[src/sv/svs_pkg.sv]
package svs_pkg;

   localparam int MAX_VERTS = 4;
   localparam int NUM_LANES = 4;

   typedef logic [30:0] vid_type;
   typedef logic [2:0]  count_type;
   typedef logic [1:0]  pos_type;
   typedef logic [7:0]  key_type;

   localparam count_type COUNT_RESET = 3'd4;
   localparam count_type COUNT_MIN   = 3'd2;

   // Clamp the raw register value into the supported range of vertices.
   function automatic count_type eff_count(input count_type raw);
      count_type n;
      n = raw;
      if (n < COUNT_MIN) n = COUNT_MIN;
      if (n > count_type'(MAX_VERTS)) n = count_type'(MAX_VERTS);
      return n;
   endfunction

endpackage

[src/sv/svs_if.sv]
interface svs_req_if;
   logic              valid;
   logic              ready;
   svs_pkg::vid_type  vert_a;
   svs_pkg::vid_type  vert_b;
   svs_pkg::vid_type  vert_c;
   svs_pkg::vid_type  vert_d;

   modport source (output valid, vert_a, vert_b, vert_c, vert_d, input ready);
   modport sink   (input valid, vert_a, vert_b, vert_c, vert_d, output ready);
endinterface

interface svs_rsp_if;
   logic              valid;
   logic              ready;
   svs_pkg::vid_type  sorted_a;
   svs_pkg::vid_type  sorted_b;
   svs_pkg::vid_type  sorted_c;
   svs_pkg::vid_type  sorted_d;
   svs_pkg::key_type  perm_key;

   modport source (output valid, sorted_a, sorted_b, sorted_c, sorted_d, perm_key,
                   input ready);
   modport sink   (input valid, sorted_a, sorted_b, sorted_c, sorted_d, perm_key,
                   output ready);
endinterface

interface svs_csr_if;
   logic                valid;
   logic                ready;
   svs_pkg::count_type  data;

   modport source (output valid, data, input ready);
   modport sink   (input valid, data, output ready);
endinterface

[src/sv/simplex_vertex_sort_with_perm_key_core.sv]
// Sorts the 2, 3 or 4 vertex IDs of one simplex cell and returns a permutation key.
//
// req: one transaction carries vert_a..vert_d, the IDs at original positions 0..3.
// rsp: one transaction carries sorted_a..sorted_d (ascending, ties by position)
//      and perm_key, the original positions of the sorted IDs as base-n digits,
//      first sorted lane most significant. Lanes at or above n read zero.
// csr: one transaction writes vertex_count (3 bits). Values below 2 act as 2,
//      values above 4 act as 4. Write it only while no transaction is in flight.
//
// Four register stages: pairwise compare, rank count, scatter by rank, key build
// into the output register, and one request is taken every cycle while rsp keeps up.
// When rsp stalls, the stages fill behind the output register and req.ready
// drops only once every stage holds an item; nothing is dropped or repeated.
// Synchronous reset empties all stages and sets vertex_count to 4.
module simplex_vertex_sort_with_perm_key_core (
   input  logic        clock,
   input  logic        reset,
   svs_req_if.sink     req,
   svs_rsp_if.source   rsp,
   svs_csr_if.sink     csr
);

   localparam int NL = svs_pkg::NUM_LANES;

   svs_pkg::count_type vertex_count_ff;

   // Stage 1: bit [i][j] is set when lane i sorts before lane j
   logic                       s1_valid_ff;
   logic [NL-1:0][NL-1:0]      s1_before_ff, s1_before_in;
   svs_pkg::vid_type [NL-1:0]  s1_vert_ff;
   svs_pkg::count_type         s1_n_ff;
   logic [NL-1:0]              s1_lane_en_ff, s1_lane_en_in;
   svs_pkg::count_type         n_in;

   // Stage 2: rank per lane
   logic                       s2_valid_ff;
   svs_pkg::pos_type [NL-1:0]  s2_rank_ff, s2_rank_in;
   svs_pkg::vid_type [NL-1:0]  s2_vert_ff;
   svs_pkg::count_type         s2_n_ff;
   logic [NL-1:0]              s2_lane_en_ff;

   // Stage 3: sorted IDs and source positions
   logic                       s3_valid_ff;
   svs_pkg::vid_type [NL-1:0]  s3_sorted_ff, s3_sorted_in;
   svs_pkg::pos_type [NL-1:0]  s3_pos_ff, s3_pos_in;
   svs_pkg::count_type         s3_n_ff;

   // Stage 4: output register
   logic                       out_valid_ff;
   svs_pkg::vid_type [NL-1:0]  out_sorted_ff;
   svs_pkg::key_type           out_key_ff, out_key_in;

   logic out_ready, s3_ready, s2_ready, s1_ready;

   assign out_ready = !out_valid_ff || rsp.ready;
   assign s3_ready  = !s3_valid_ff || out_ready;
   assign s2_ready  = !s2_valid_ff || s3_ready;
   assign s1_ready  = !s1_valid_ff || s2_ready;

   assign req.ready = s1_ready;
   assign csr.ready = 1'b1;

   assign rsp.valid    = out_valid_ff;
   assign rsp.sorted_a = out_sorted_ff[0];
   assign rsp.sorted_b = out_sorted_ff[1];
   assign rsp.sorted_c = out_sorted_ff[2];
   assign rsp.sorted_d = out_sorted_ff[3];
   assign rsp.perm_key = out_key_ff;

   always_ff @(posedge clock) begin
      if (reset) begin
         vertex_count_ff <= svs_pkg::COUNT_RESET;
      end else if (csr.valid) begin
         vertex_count_ff <= csr.data;
      end
   end

   // Stage 1: six comparators fill the precedence matrix
   always_comb begin
      svs_pkg::vid_type v [NL];
      logic le;
      v[0] = req.vert_a;
      v[1] = req.vert_b;
      v[2] = req.vert_c;
      v[3] = req.vert_d;
      n_in = svs_pkg::eff_count(vertex_count_ff);
      s1_before_in = '0;
      for (int i = 0; i < NL; i++) begin
         s1_lane_en_in[i] = (svs_pkg::count_type'(i) < n_in);
      end
      for (int i = 0; i < NL; i++) begin
         for (int j = i + 1; j < NL; j++) begin
            le = (v[i] <= v[j]);
            // lower position wins a tie
            s1_before_in[i][j] = le && s1_lane_en_in[i];
            s1_before_in[j][i] = !le && s1_lane_en_in[j];
         end
      end
   end

   always_ff @(posedge clock) begin
      if (reset) begin
         s1_valid_ff <= 1'b0;
      end else if (s1_ready) begin
         s1_valid_ff <= req.valid;
      end
   end

   always_ff @(posedge clock) begin
      if (s1_ready && req.valid) begin
         s1_before_ff  <= s1_before_in;
         s1_vert_ff[0] <= req.vert_a;
         s1_vert_ff[1] <= req.vert_b;
         s1_vert_ff[2] <= req.vert_c;
         s1_vert_ff[3] <= req.vert_d;
         s1_n_ff       <= n_in;
         s1_lane_en_ff <= s1_lane_en_in;
      end
   end

   // Stage 2: rank is the count of lanes that sort before this one
   always_comb begin
      for (int i = 0; i < NL; i++) begin
         s2_rank_in[i] = '0;
         for (int j = 0; j < NL; j++) begin
            s2_rank_in[i] = s2_rank_in[i] + svs_pkg::pos_type'(s1_before_ff[j][i]);
         end
      end
   end

   always_ff @(posedge clock) begin
      if (reset) begin
         s2_valid_ff <= 1'b0;
      end else if (s2_ready) begin
         s2_valid_ff <= s1_valid_ff;
      end
   end

   always_ff @(posedge clock) begin
      if (s2_ready && s1_valid_ff) begin
         s2_rank_ff    <= s2_rank_in;
         s2_vert_ff    <= s1_vert_ff;
         s2_n_ff       <= s1_n_ff;
         s2_lane_en_ff <= s1_lane_en_ff;
      end
   end

   // Stage 3: scatter each live lane to the slot named by its rank
   always_comb begin
      for (int k = 0; k < NL; k++) begin
         s3_sorted_in[k] = '0;
         s3_pos_in[k]    = '0;
         for (int i = 0; i < NL; i++) begin
            if (s2_lane_en_ff[i] && (s2_rank_ff[i] == svs_pkg::pos_type'(k))) begin
               s3_sorted_in[k] = s2_vert_ff[i];
               s3_pos_in[k]    = svs_pkg::pos_type'(i);
            end
         end
      end
   end

   always_ff @(posedge clock) begin
      if (reset) begin
         s3_valid_ff <= 1'b0;
      end else if (s3_ready) begin
         s3_valid_ff <= s2_valid_ff;
      end
   end

   always_ff @(posedge clock) begin
      if (s3_ready && s2_valid_ff) begin
         s3_sorted_ff <= s3_sorted_in;
         s3_pos_ff    <= s3_pos_in;
         s3_n_ff      <= s2_n_ff;
      end
   end

   // Stage 4: pack positions as base-n digits
   always_comb begin
      case (s3_n_ff)
         3'd2: out_key_in = {5'd0, s3_pos_ff[0][0], s3_pos_ff[1][0]};
         3'd3: out_key_in = svs_pkg::key_type'(s3_pos_ff[0]) * 8'd9
                          + svs_pkg::key_type'(s3_pos_ff[1]) * 8'd3
                          + svs_pkg::key_type'(s3_pos_ff[2]);
         default: out_key_in = {s3_pos_ff[0], s3_pos_ff[1], s3_pos_ff[2], s3_pos_ff[3]};
      endcase
   end

   always_ff @(posedge clock) begin
      if (reset) begin
         out_valid_ff <= 1'b0;
      end else if (out_ready) begin
         out_valid_ff <= s3_valid_ff;
      end
   end

   always_ff @(posedge clock) begin
      if (out_ready && s3_valid_ff) begin
         out_sorted_ff <= s3_sorted_ff;
         out_key_ff    <= out_key_in;
      end
   end

endmodule

[src/flat_wrapper.sv]
// flat-port wrapper written by rule: the top's interface ports become plain ports
module simplex_vertex_sort_with_perm_key_core_flat 
  (clock, reset, req_valid, req_vert_a, req_vert_b, req_vert_c, req_vert_d, req_ready, rsp_valid, rsp_sorted_a, rsp_sorted_b, rsp_sorted_c, rsp_sorted_d, rsp_perm_key, rsp_ready, csr_valid, csr_data, csr_ready);
  svs_req_if req_i ();
  svs_rsp_if rsp_i ();
  svs_csr_if csr_i ();
  input  logic clock;
  input  logic reset;
  input wire logic [$bits(req_i.valid)-1:0] req_valid;
  input wire logic [$bits(req_i.vert_a)-1:0] req_vert_a;
  input wire logic [$bits(req_i.vert_b)-1:0] req_vert_b;
  input wire logic [$bits(req_i.vert_c)-1:0] req_vert_c;
  input wire logic [$bits(req_i.vert_d)-1:0] req_vert_d;
  output wire logic [$bits(req_i.ready)-1:0] req_ready;
  output wire logic [$bits(rsp_i.valid)-1:0] rsp_valid;
  output wire logic [$bits(rsp_i.sorted_a)-1:0] rsp_sorted_a;
  output wire logic [$bits(rsp_i.sorted_b)-1:0] rsp_sorted_b;
  output wire logic [$bits(rsp_i.sorted_c)-1:0] rsp_sorted_c;
  output wire logic [$bits(rsp_i.sorted_d)-1:0] rsp_sorted_d;
  output wire logic [$bits(rsp_i.perm_key)-1:0] rsp_perm_key;
  input wire logic [$bits(rsp_i.ready)-1:0] rsp_ready;
  input wire logic [$bits(csr_i.valid)-1:0] csr_valid;
  input wire logic [$bits(csr_i.data)-1:0] csr_data;
  output wire logic [$bits(csr_i.ready)-1:0] csr_ready;
  assign req_i.valid = req_valid;
  assign req_i.vert_a = req_vert_a;
  assign req_i.vert_b = req_vert_b;
  assign req_i.vert_c = req_vert_c;
  assign req_i.vert_d = req_vert_d;
  assign req_ready = req_i.ready;
  assign rsp_valid = rsp_i.valid;
  assign rsp_sorted_a = rsp_i.sorted_a;
  assign rsp_sorted_b = rsp_i.sorted_b;
  assign rsp_sorted_c = rsp_i.sorted_c;
  assign rsp_sorted_d = rsp_i.sorted_d;
  assign rsp_perm_key = rsp_i.perm_key;
  assign rsp_i.ready = rsp_ready;
  assign csr_i.valid = csr_valid;
  assign csr_i.data = csr_data;
  assign csr_ready = csr_i.ready;
  simplex_vertex_sort_with_perm_key_core u_core (.clock(clock), .reset(reset), .req(req_i), .rsp(rsp_i), .csr(csr_i));
endmodule
[config.mk]
export PLATFORM = sky130hd
export DESIGN_NAME = simplex_vertex_sort_with_perm_key_core_flat
export DESIGN_NICKNAME = d
export VERILOG_FILES = /design/src/sv/svs_pkg.sv /design/src/sv/svs_if.sv /design/src/sv/simplex_vertex_sort_with_perm_key_core.sv /design/src/flat_wrapper.sv
export SDC_FILE = /design/constraint.sdc
export NUM_CORES = 1
export LEC_CHECK = 0
export ABC_AREA = 1
export ABC_CLOCK_PERIOD_IN_PS = 12600
export BUFFER_PORTS_ARGS = -buffer_cell sky130_fd_sc_hd__buf_4
export CAP_MARGIN = 25
export CORE_MARGIN = 2
export CORE_UTILIZATION = 59
export CTS_CLUSTER_SIZE = 20
export DETAILED_ROUTE_END_ITERATION = 8
export PLACE_DENSITY = 0.8
export SYNTH_ARGS = -nofsm -noshare
export SYNTH_HDL_FRONTEND = slang
export SYNTH_SLANG_ARGS = --single-unit
[constraint.sdc]
create_clock -name clock -period 12.6 [get_ports clock]
set_input_delay 2.52 -clock clock [delete_from_list [all_inputs] [get_ports clock]]
set_output_delay 2.52 -clock clock [all_outputs]
set_load 0.01 [all_outputs]
==> impl_summary.md, run 1 <==
Outcome
The run finished with clean final reports.

Logic synthesis
Yosys mapped a number of flops with a built-in enable equal to approximately 550. The biggest area consumer among synthesized cells is edfxtp_1. The number of synthesized register bits is between 500 and 600. The mean instance size in the synthesized netlist is 11.6 sq um. The number of different library cells used by synthesis comes to 39. The warning count from the yosys run is 0. The fraction of registers with async set or reset after synthesis is 0%. The most common flop cell mapped by yosys is edfxtp_1. The post-synthesis instance area is about 26000 sq um. The share of the synthesized area in the top cell type is 62.9%.

Ranked by total cell area, the synthesized netlist is headed by edfxtp_1 63%, ha_1 9.3%, nand2_1 5.4%. Synthesis handed over a netlist of roughly 2300 instances. After synthesis, flip-flops and latches occupy between 60 and 70% of the total area.

Clock network
The H-tree was split into 2 levels. The TritonCTS clock tree is built. The post-CTS setup repair buffer count is 0. The number of sinks driven by the clock tree is 554.

The clock transition at the register clock pins on the worst setup and hold paths after CTS is 0.06 ns. The number of clock buffers added by TritonCTS is ~50. The root buffer cell is clkbuf_16. The later pin in the worst-skew pair is clocked with a latency of a little under 0.6 ns.

No sink is reached through more buffers than the 3 on the longest clock path. The number of hold buffers added after CTS was 0. The number of resized instances in the post-cts repair step is 0.

Placement
The detailed-placement wirelength estimate is between 40 and 50 mm. The placer's final routability congestion estimate is between 0.9 and 1. Counting tap cells, the placed design contains a total of a little over 3000 instances.

During placement, the flow inserted port buffers numbering 265. Before CTS, the worst setup slack after placement is roughly 6.5 ns.

Floorplanning
The floorplan die area is about 46000 sq um. After floorplanning, the core was divided into 77 placement rows. Once the floorplan was initialized, standard cells occupied about three fifths of the core. The overall die width is ~210 um. After floorplanning, the core was sized to cover 43900 sq um.

During I/O placement, the number of pins put on the boundary was 267. The floorplan step set the die height to between 200 and 250 um.

STA
For the pin with the worst max-slew slack, the measured transition is about 1 ns. The final setup violation count is 0. The total count of max-transition violations in the final report is 0.

Setup repair after global routing left no endpoint under its margin. The final hold slack is 0.408 ns. In the post-route analysis, the smallest setup slack over all paths is roughly 6.3 ns. The worst path uses 50.1% of the clock period. Timing would allow up to around 0.16 GHz.

The headroom to the max-slew limit is roughly a third. Clock skew on the completed layout was measured at 0.0260 ns. The time the worst path needs with I/O delays and setup is between 6 and 7 ns.

The final count of hold timing violations is 0. Summed over all failing endpoints, the final setup total negative slack is 0 ns.

Setup path
The endpoint type of the worst setup path is a primary output. The kind of cell with the highest combined delay along the critical path is simple AND/OR/NAND/NOR gates. The standard cell with the maximum stage delay on the critical path is nor2_1.

The most numerous cell type found on the critical path is nor2_1. Walking the worst path, the cells encountered are buf_4, nor2_1, inv_1, nor2_1, inv_1, nor2_1, nand2_1, buf_4. The arrival time of data at the critical path endpoint is between 3 and 4 ns. The startpoint-to-endpoint class of the critical path is in2out. The buffer and inverter count on the worst path is 4.

Data on the critical path is required at its endpoint by slightly above 10 ns. The critical path launch point type is an input pin. In this run the worst path has a maximum fanout of 3. The highest cell delay on the worst timing path is between 0.2 and 0.3 ns.

Flow run
The number of maximum-capacitance constraint violations is 0.

Global routing
The pin count of the biggest net entering global routing is 93. The number of global-route vias before repair is roughly 17000. The global-route wire length before repair is between 100 and 150 mm. The overflow left after global routing is 0.

The initial antenna violation count is 1. The global-route usage over all layers is approximately 28%.

Route
In this run, the number of DRC markers left after iteration 0 of detailed routing was around 2900. The number of nets still failing antenna checks after routing is 0. The wire length reported by the detailed router is between 60 and 70 mm. Detailed routing inserted a total of 18500 vias.

For this run, design rule violations remaining after detail routing come to 0. The mean routed wirelength per cell is 20.8 um. The iteration count of the initial detailed-routing pass is 7.

In the routed layout, each cell is associated on average with a via count of between 5 and 6.

Cells and area
For this run, the post-layout net count is about 2800. The number of cells in the finished layout apart from fillers is approximately 3100. Leaving out fill and tap cells, the most frequent cell in the layout is edfxtp_1. Relative to the synthesized area, the layout overhead comes to 16.7%. The share of layout cells above drive strength 1 is 14.7%. Leaving out fill and tap cells, the most frequent cells in the layout are 547 x edfxtp_1, 373 x nand2_1, 295 x inv_1, 283 x buf_4, 231 x o21ai_0.

Power and ir drop
The worst-case IR drop observed on VDD is about 120 uV. In this run the static leakage power is 12.6 nW. Overall power consumption after layout is estimated at 0.00408 W. The power per cell area is about 130 nW/um^2.

Min path
The class of the worst hold path is reg2reg.
path summary, 6_finish.rpt:
path              cells after the start               endpoint  slack, ns                   from
setup / recovery                      8              req_ready       6.29              rsp_ready
hold / removal                        0  u_core.s2_vert_ff[13]       0.41  u_core.s1_vert_ff[13]
setup reg to reg                      9  u_core.s1_vert_ff[12]       9.74       u_core.rsp.valid
hold reg to reg                       0  u_core.s2_vert_ff[13]       0.41  u_core.s1_vert_ff[13]
per-layer routing:
| metal | vias up | routed length, um | global-route usage (%) | part of all wire, % |
|---|---|---|---|---|
| met5 | - | 0 | 0 | 0 |
| met4 | 0 | 1530 | 6.74 | 2.3 |
| met3 | 140 | 6320 | 3.57 | 9.7 |
| met2 | 1090 | 29300 | 43.5 | 45 |
| met1 | 8747 | 28200 | 43.1 | 43 |
| li1 | 8567 | - | - | - |
kinds of logic (layout without fill, tap and decap cells):
family	count (synthesis)	after routing	synth area share, %
fa+ha+maj	199	199	9.71
flops	554	554	63.5
simple gates	520	520	8.06
buf+inv	388	682	5.66
compound gates	590	590	13.0
xor+xnor	2	2	0.0671
other cells	1	4	0.0144
power by group:
part	switching (W)	internal (W)	leakage, nW
clock	0.000639	0.000838	0.778
sequential	0.0000381	0.00212	5.18
combinational	0.000285	0.000155	6.67
sequential cells by signal, indices dropped and copies added (netlist names), 2 cells and up:
signal	flops
u_core.s1_n_ff	2
u_core.s2_lane_en_ff	4
u_core.rsp.perm_key	8
u_core.s1_vert_ff	124
u_core.vertex_count_ff	3
u_core.s3_sorted_ff	124
u_core.rsp.sorted_a	31
u_core.s2_vert_ff	124
u_core.s2_rank_ff	8
u_core.s2_n_ff	2
u_core.s3_pos_ff	8
u_core.s1_lane_en_ff	4
u_core.s1_before_ff	12
u_core.s3_n_ff	3
u_core.rsp.sorted_c	31
u_core.rsp.sorted_d	31
u_core.rsp.sorted_b	31
per-stage QoR:
stage               area (sq um)  utilization [%]
floorplan                  26100                -
finish                     30400             69.3
CTS                        30400             69.1
global placement           28700             65.3
detailed placement         28800             65.5
global route               30400             69.3
synthesized netlist by cell type, types with 2 or more instances:
master and instances:
nand3_1 30, inv_2 4, fa_1 6, o311ai_0 2
o21ai_1 82, clkbuf_1 70, nor2b_1 2, buf_2 13
o221ai_1 3, o21ai_0 231, nor3b_1 4, o21a_1 2
a21o_1 11, edfxtp_1 547, nand4_1 17, nor3_1 9
inv_1 297, dfxtp_1 7, nor2_1 74, ha_1 193
nand2_1 373, a22oi_1 29, nand3b_1 7, a21oi_1 105
buf_1 2, o211ai_1 121
area by class of cell:
class	instances	area (sq um)
repair buffers	290	2300
fillers	3104	13500
well taps	592	741
multi-input cells	1314	8100
clock inverters	22	248
clock buffers	68	1350
flip-flops and latches	554	16600
diodes	1	2.50
inverters	302	1140
No activity file was read; power rests on OpenSTA's default activity.
==> run 2: changes to the inputs <==
- ABC_AREA: 1 -> 0
- ABC_CLOCK_PERIOD_IN_PS: 12600 -> 5200
- CORE_UTILIZATION: 59 -> 53
- PLACE_DENSITY: 0.8 -> 0.76
- clock period: 12.6 -> 5.2 ns (I/O delays scaled with it)
==> impl_summary.md, run 2 <==
Global routing
The global-route wire length before repair is 95.4 mm (-4.6%). The pin count of the biggest net entering global routing is 84 (-9.7%). The overflow left after global routing came to 0 (unchanged). The global-route usage over all layers is 26.9% (-1.3 points). The initial antenna violation count is 1 (unchanged). The number of global-route vias before repair was 15200 (-12%).

Power and ir drop
The internal cell power is 0.00764 W (+150%). The share of power burned in registers is 53.0% (about the same). The maximum VDD drop is 248 uV (+110%). The power per cell area is 342 nW/um^2 (+160%). The power after layout is 0.00991 W (+140%). The static power due to leakage is 11.2 nW (-12%). The switching power share of the total is 22.9% (-0.68 points). The power spent charging and discharging nets came to 0.00227 W (+140%). The share of power burned in combinational logic is 9.7% (-1.1 points). The part of the total power dissipated in the clock network came to 37.3% (+1.1 points).

Setup path
Counting stages on the worst path, the most repeated cell is buf_4. The worst setup path is captured at a primary output. The critical path ends at req_ready. STA classifies the critical path startpoint as an input pin. The arrival time of data at the critical path endpoint is 2.27 ns (-1.52 ns). The critical path goes through buf_4, nor2b_1, and3_1, nand2_1, buf_4. The startpoint-to-endpoint class of the critical path is in2out. The highest cell delay on the worst timing path is 0.45 ns (+0.17 ns).

The start point of the critical path is rsp_ready. On the critical path, the stage with the largest delay is an instance of nor2b_1. The reg-to-reg setup timing slack is 2.17 ns (-7.57 ns). The logic depth of the worst register-to-register path is 6 (-3). The beginning of the worst register-to-register path is u_core.s2_rank_ff[5]. The largest fanout on the critical path is 5 (+2). The destination of the worst register-to-register timing path is u_core.s3_sorted_ff[67].

The worst path required time was 4.16 ns (-5.92 ns).

STA
The headroom to the max-slew limit is 24.5% (-8.8 points). The final setup violation count is 0 (unchanged). The least setup slack across all paths after layout was 1.89 ns (-4.40 ns). The setup TNS came to 0 ns (unchanged). The final count of hold timing violations is 0 (unchanged). Setup repair after global routing left no endpoint under its margin. Counting I/O delays and the setup requirement, the final critical path takes around 3.3 ns. The total count of max-transition violations in the final report was 0 (unchanged). The final hold slack was 0.395 ns (-0.0128 ns). Of the available clock period, the critical path in the final layout requires a little under two thirds. The worst clock skew was 0.0300 ns (+0.00401 ns). The actual transition at the worst max-transition pin was 1.13 ns (+0.129 ns).

The maximum clock frequency is between 0.3 and 0.4 GHz.

Clock network
The number of sinks driven by the clock tree is 554 (unchanged). The clock latency on the worst-skew pair came to 0.60 ns (about the same). The number of resized instances in the post-cts repair step came to 0 (unchanged). The number of CTS-inserted buffers is 52 (+6.1%).

The cts-stage hold buffer count is 0 (unchanged). The post-CTS setup repair buffer count is 0 (unchanged). The root buffer cell is clkbuf_16. The maximum buffer depth of the clock tree was 3 (unchanged). The clock transition at the register clock pins on the worst setup and hold paths after CTS came to 0.07 ns (about the same). The TritonCTS clock tree is built. The count of H-tree levels built during CTS is 2 (unchanged).

Logic synthesis
The post-synthesis instance area is 24500 sq um (-6.1%). Sorting the synthesized cells by how often they occur yields 547 x edfxtp_1, 193 x ha_1, 183 x a21oi_1. The most used standard cell by instance count after synthesis is edfxtp_1. The count of flip-flops with a built-in enable after synthesis came to 547 (unchanged).

The mean instance size in the synthesized netlist was 14.3 sq um (+23%). The share of the synthesized area in the top cell type was 67.0% (+4.1 points). The warning count from the yosys run is 0 (unchanged). The number of synthesized register bits was 554 (unchanged). The fraction of registers with async set or reset after synthesis came to 0% (unchanged). The biggest area consumer among synthesized cells is edfxtp_1.

After synthesis, the cell types taking the most area are edfxtp_1 67%, ha_1 9.9%, a222oi_1 4.7%. The sequential fraction of the synthesis area was 67.6% (+4.1 points). The cell count after synthesis is 1715 (-24%). The number of distinct library cells after synthesis came to 59 (+51%). The most common flop cell mapped by yosys is edfxtp_1.

Outcome
The final reports fail on DRC. The flow ran to the end, but the final reports show violations.

Placement
The detailed-placement wirelength estimate is 46.5 mm (-1.5%). The number of port buffers is 265 (unchanged). The placer's final routability congestion estimate is 0.954 (+1.8%).

The post-placement setup slack is 1.60 ns (-4.86 ns).

Route
The number of nets still failing antenna checks after routing came to 0 (unchanged). The total number of vias is 16200 (-13%). The iteration count of the initial detailed-routing pass is 9 (+2). The number of remaining DRC errors is 124 (+124). The mean routed wirelength per cell is 24.2 um (+16%). The wire length reported by the detailed router came to 63.8 mm (-2.4%). The via density per instance was 6.16 (+4.4%). The initial DRC count is 3104 (+6.4%).

Cells and area
The total number of nets in the final design was 2324 (-18%). The utilization after layout is 63.7% (-5.6 points). The diode insertion count for antenna repair is 0 (-1). The library cell used most frequently in the layout, excluding fill and tap cells, is edfxtp_1. The share of layout cells above drive strength 1 is 19.4% (+4.7 points). The largest registers in the layout are u_core.s1_vert_ff (124), u_core.s2_vert_ff (124), u_core.s3_sorted_ff (124). In the layout the commonest cells are 547 x edfxtp_1, 284 x buf_4, 193 x ha_1, 182 x a21oi_1, 148 x nor2_1. The synthesis-to-layout area growth is 18.3%.

Floorplanning
The boundary pin count was 267 (unchanged). The vertical die dimension is 219 um (+2.2%). The number of rows in the core area is 78 (+1.3%). The floorplan die area is 48000 sq um (+4.5%). The core outline area was 45500 sq um (+3.5%).

The starting density of the core is 53.9% (-5.5 points). The overall die width is 219 um (+2.2%).

Flow run
The number of maximum-capacitance constraint violations is 0 (unchanged).

Min path
The class of the worst hold path is reg2reg.
run 2: changes by cell type in the layout (fill, tap and decap cells not counted), moves of 12 or more:
| cell | before | now |
|---|---|---|
| o21ai_1 | 82 | 0 |
| a222oi_1 | 0 | 116 |
| nor2_1 | 72 | 148 |
| o211ai_1 | 121 | 5 |
| a22oi_1 | 29 | 7 |
| o21ai_0 | 231 | 45 |
| nand2_1 | 373 | 70 |
| a21oi_1 | 104 | 182 |
| inv_1 | 295 | 111 |
| a211oi_1 | 0 | 12 |
| nand4_1 | 17 | 38 |
run 2: cells by family (layout without fill, tap and decap cells):
logic type / count (synthesis) / in the layout / synth area share, %
other: 1 / 3 / 0.0153
muxes: 9 / 9 / 0.398
adders and majority gates: 199 / 199 / 10.3
and+or+nand+nor: 349 / 349 / 6.78
DFF: 554 / 554 / 67.6
AOI/OAI and AO/OA: 419 / 419 / 11.8
buffers and inverters: 179 / 496 / 2.92
xor gates and xnor gates: 5 / 5 / 0.179
run 2: worst max-delay path, delay by kind of cell:
| family | cells | cell delay [ns] |
|---|---|---|
| AND/OR/NAND/NOR | 3 | 0.97 |
| buffers and inverters | 2 | 0.27 |
run 2: cell type report:
type                    instances  area, sq um
clock buffers                  59         1350
multi-input cells             984         7310
clock inverters                36          330
fillers                      3305        16500
repair buffers                290         2260
well taps                     600          751
flip-flops and latches        554        16600
inverters                     111          417
run 2: worst min-delay path by stage:
stage	slack (ns)	cells past startpoint	start	to
2_1_floorplan	0.40	0	u_core.s3_sorted_ff[0]	u_core.rsp.sorted_a[0]
3_3_place_gp	0.40	0	u_core.s1_vert_ff[51]	u_core.s2_vert_ff[51]
3_5_place_dp	0.40	0	u_core.s3_sorted_ff[13]	u_core.rsp.sorted_a[13]
4_1_cts	0.40	0	u_core.s1_vert_ff[79]	u_core.s2_vert_ff[79]
5_1_grt	0.41	0	u_core.s3_sorted_ff[99]	u_core.rsp.sorted_d[6]
6_report	0.39	0	u_core.s1_vert_ff[79]	u_core.s2_vert_ff[79]
run 2: through the flow:
stage | area (sq um) | std cells
finish | 29000 | 2634
detailed placement | 27300 | 2538
global placement | 27300 | 2537
CTS | 29000 | 2633
floorplan | 24500 | 1717
global route | 29000 | 2634
run 2: power by group through the flow:
stage | logic (W) | clock network [W] | registers, W
after floorplan | 0.000532 | 0 | 0.00532
after global placement | 0.000899 | 0 | 0.00534
after detailed placement | 0.000931 | 0 | 0.00534
after CTS | 0.000938 | 0.00375 | 0.00525
after global routing | 0.00105 | 0.00392 | 0.00527
final | 0.000957 | 0.00370 | 0.00525
run 2: per-layer routing:
metal / up-vias / part of all wire (%) / routed length [um] / GRT usage (%)
met3: 115 / 11 / 6790 / 5.13
met1: 7719 / 43 / 27500 / 41.4
li1: 7354 / - / - / -
met2: 1034 / 44 / 28000 / 39.3
met4: 2 / 2.4 / 1530 / 6.78
met5: - / 0.014 / 9 / 0
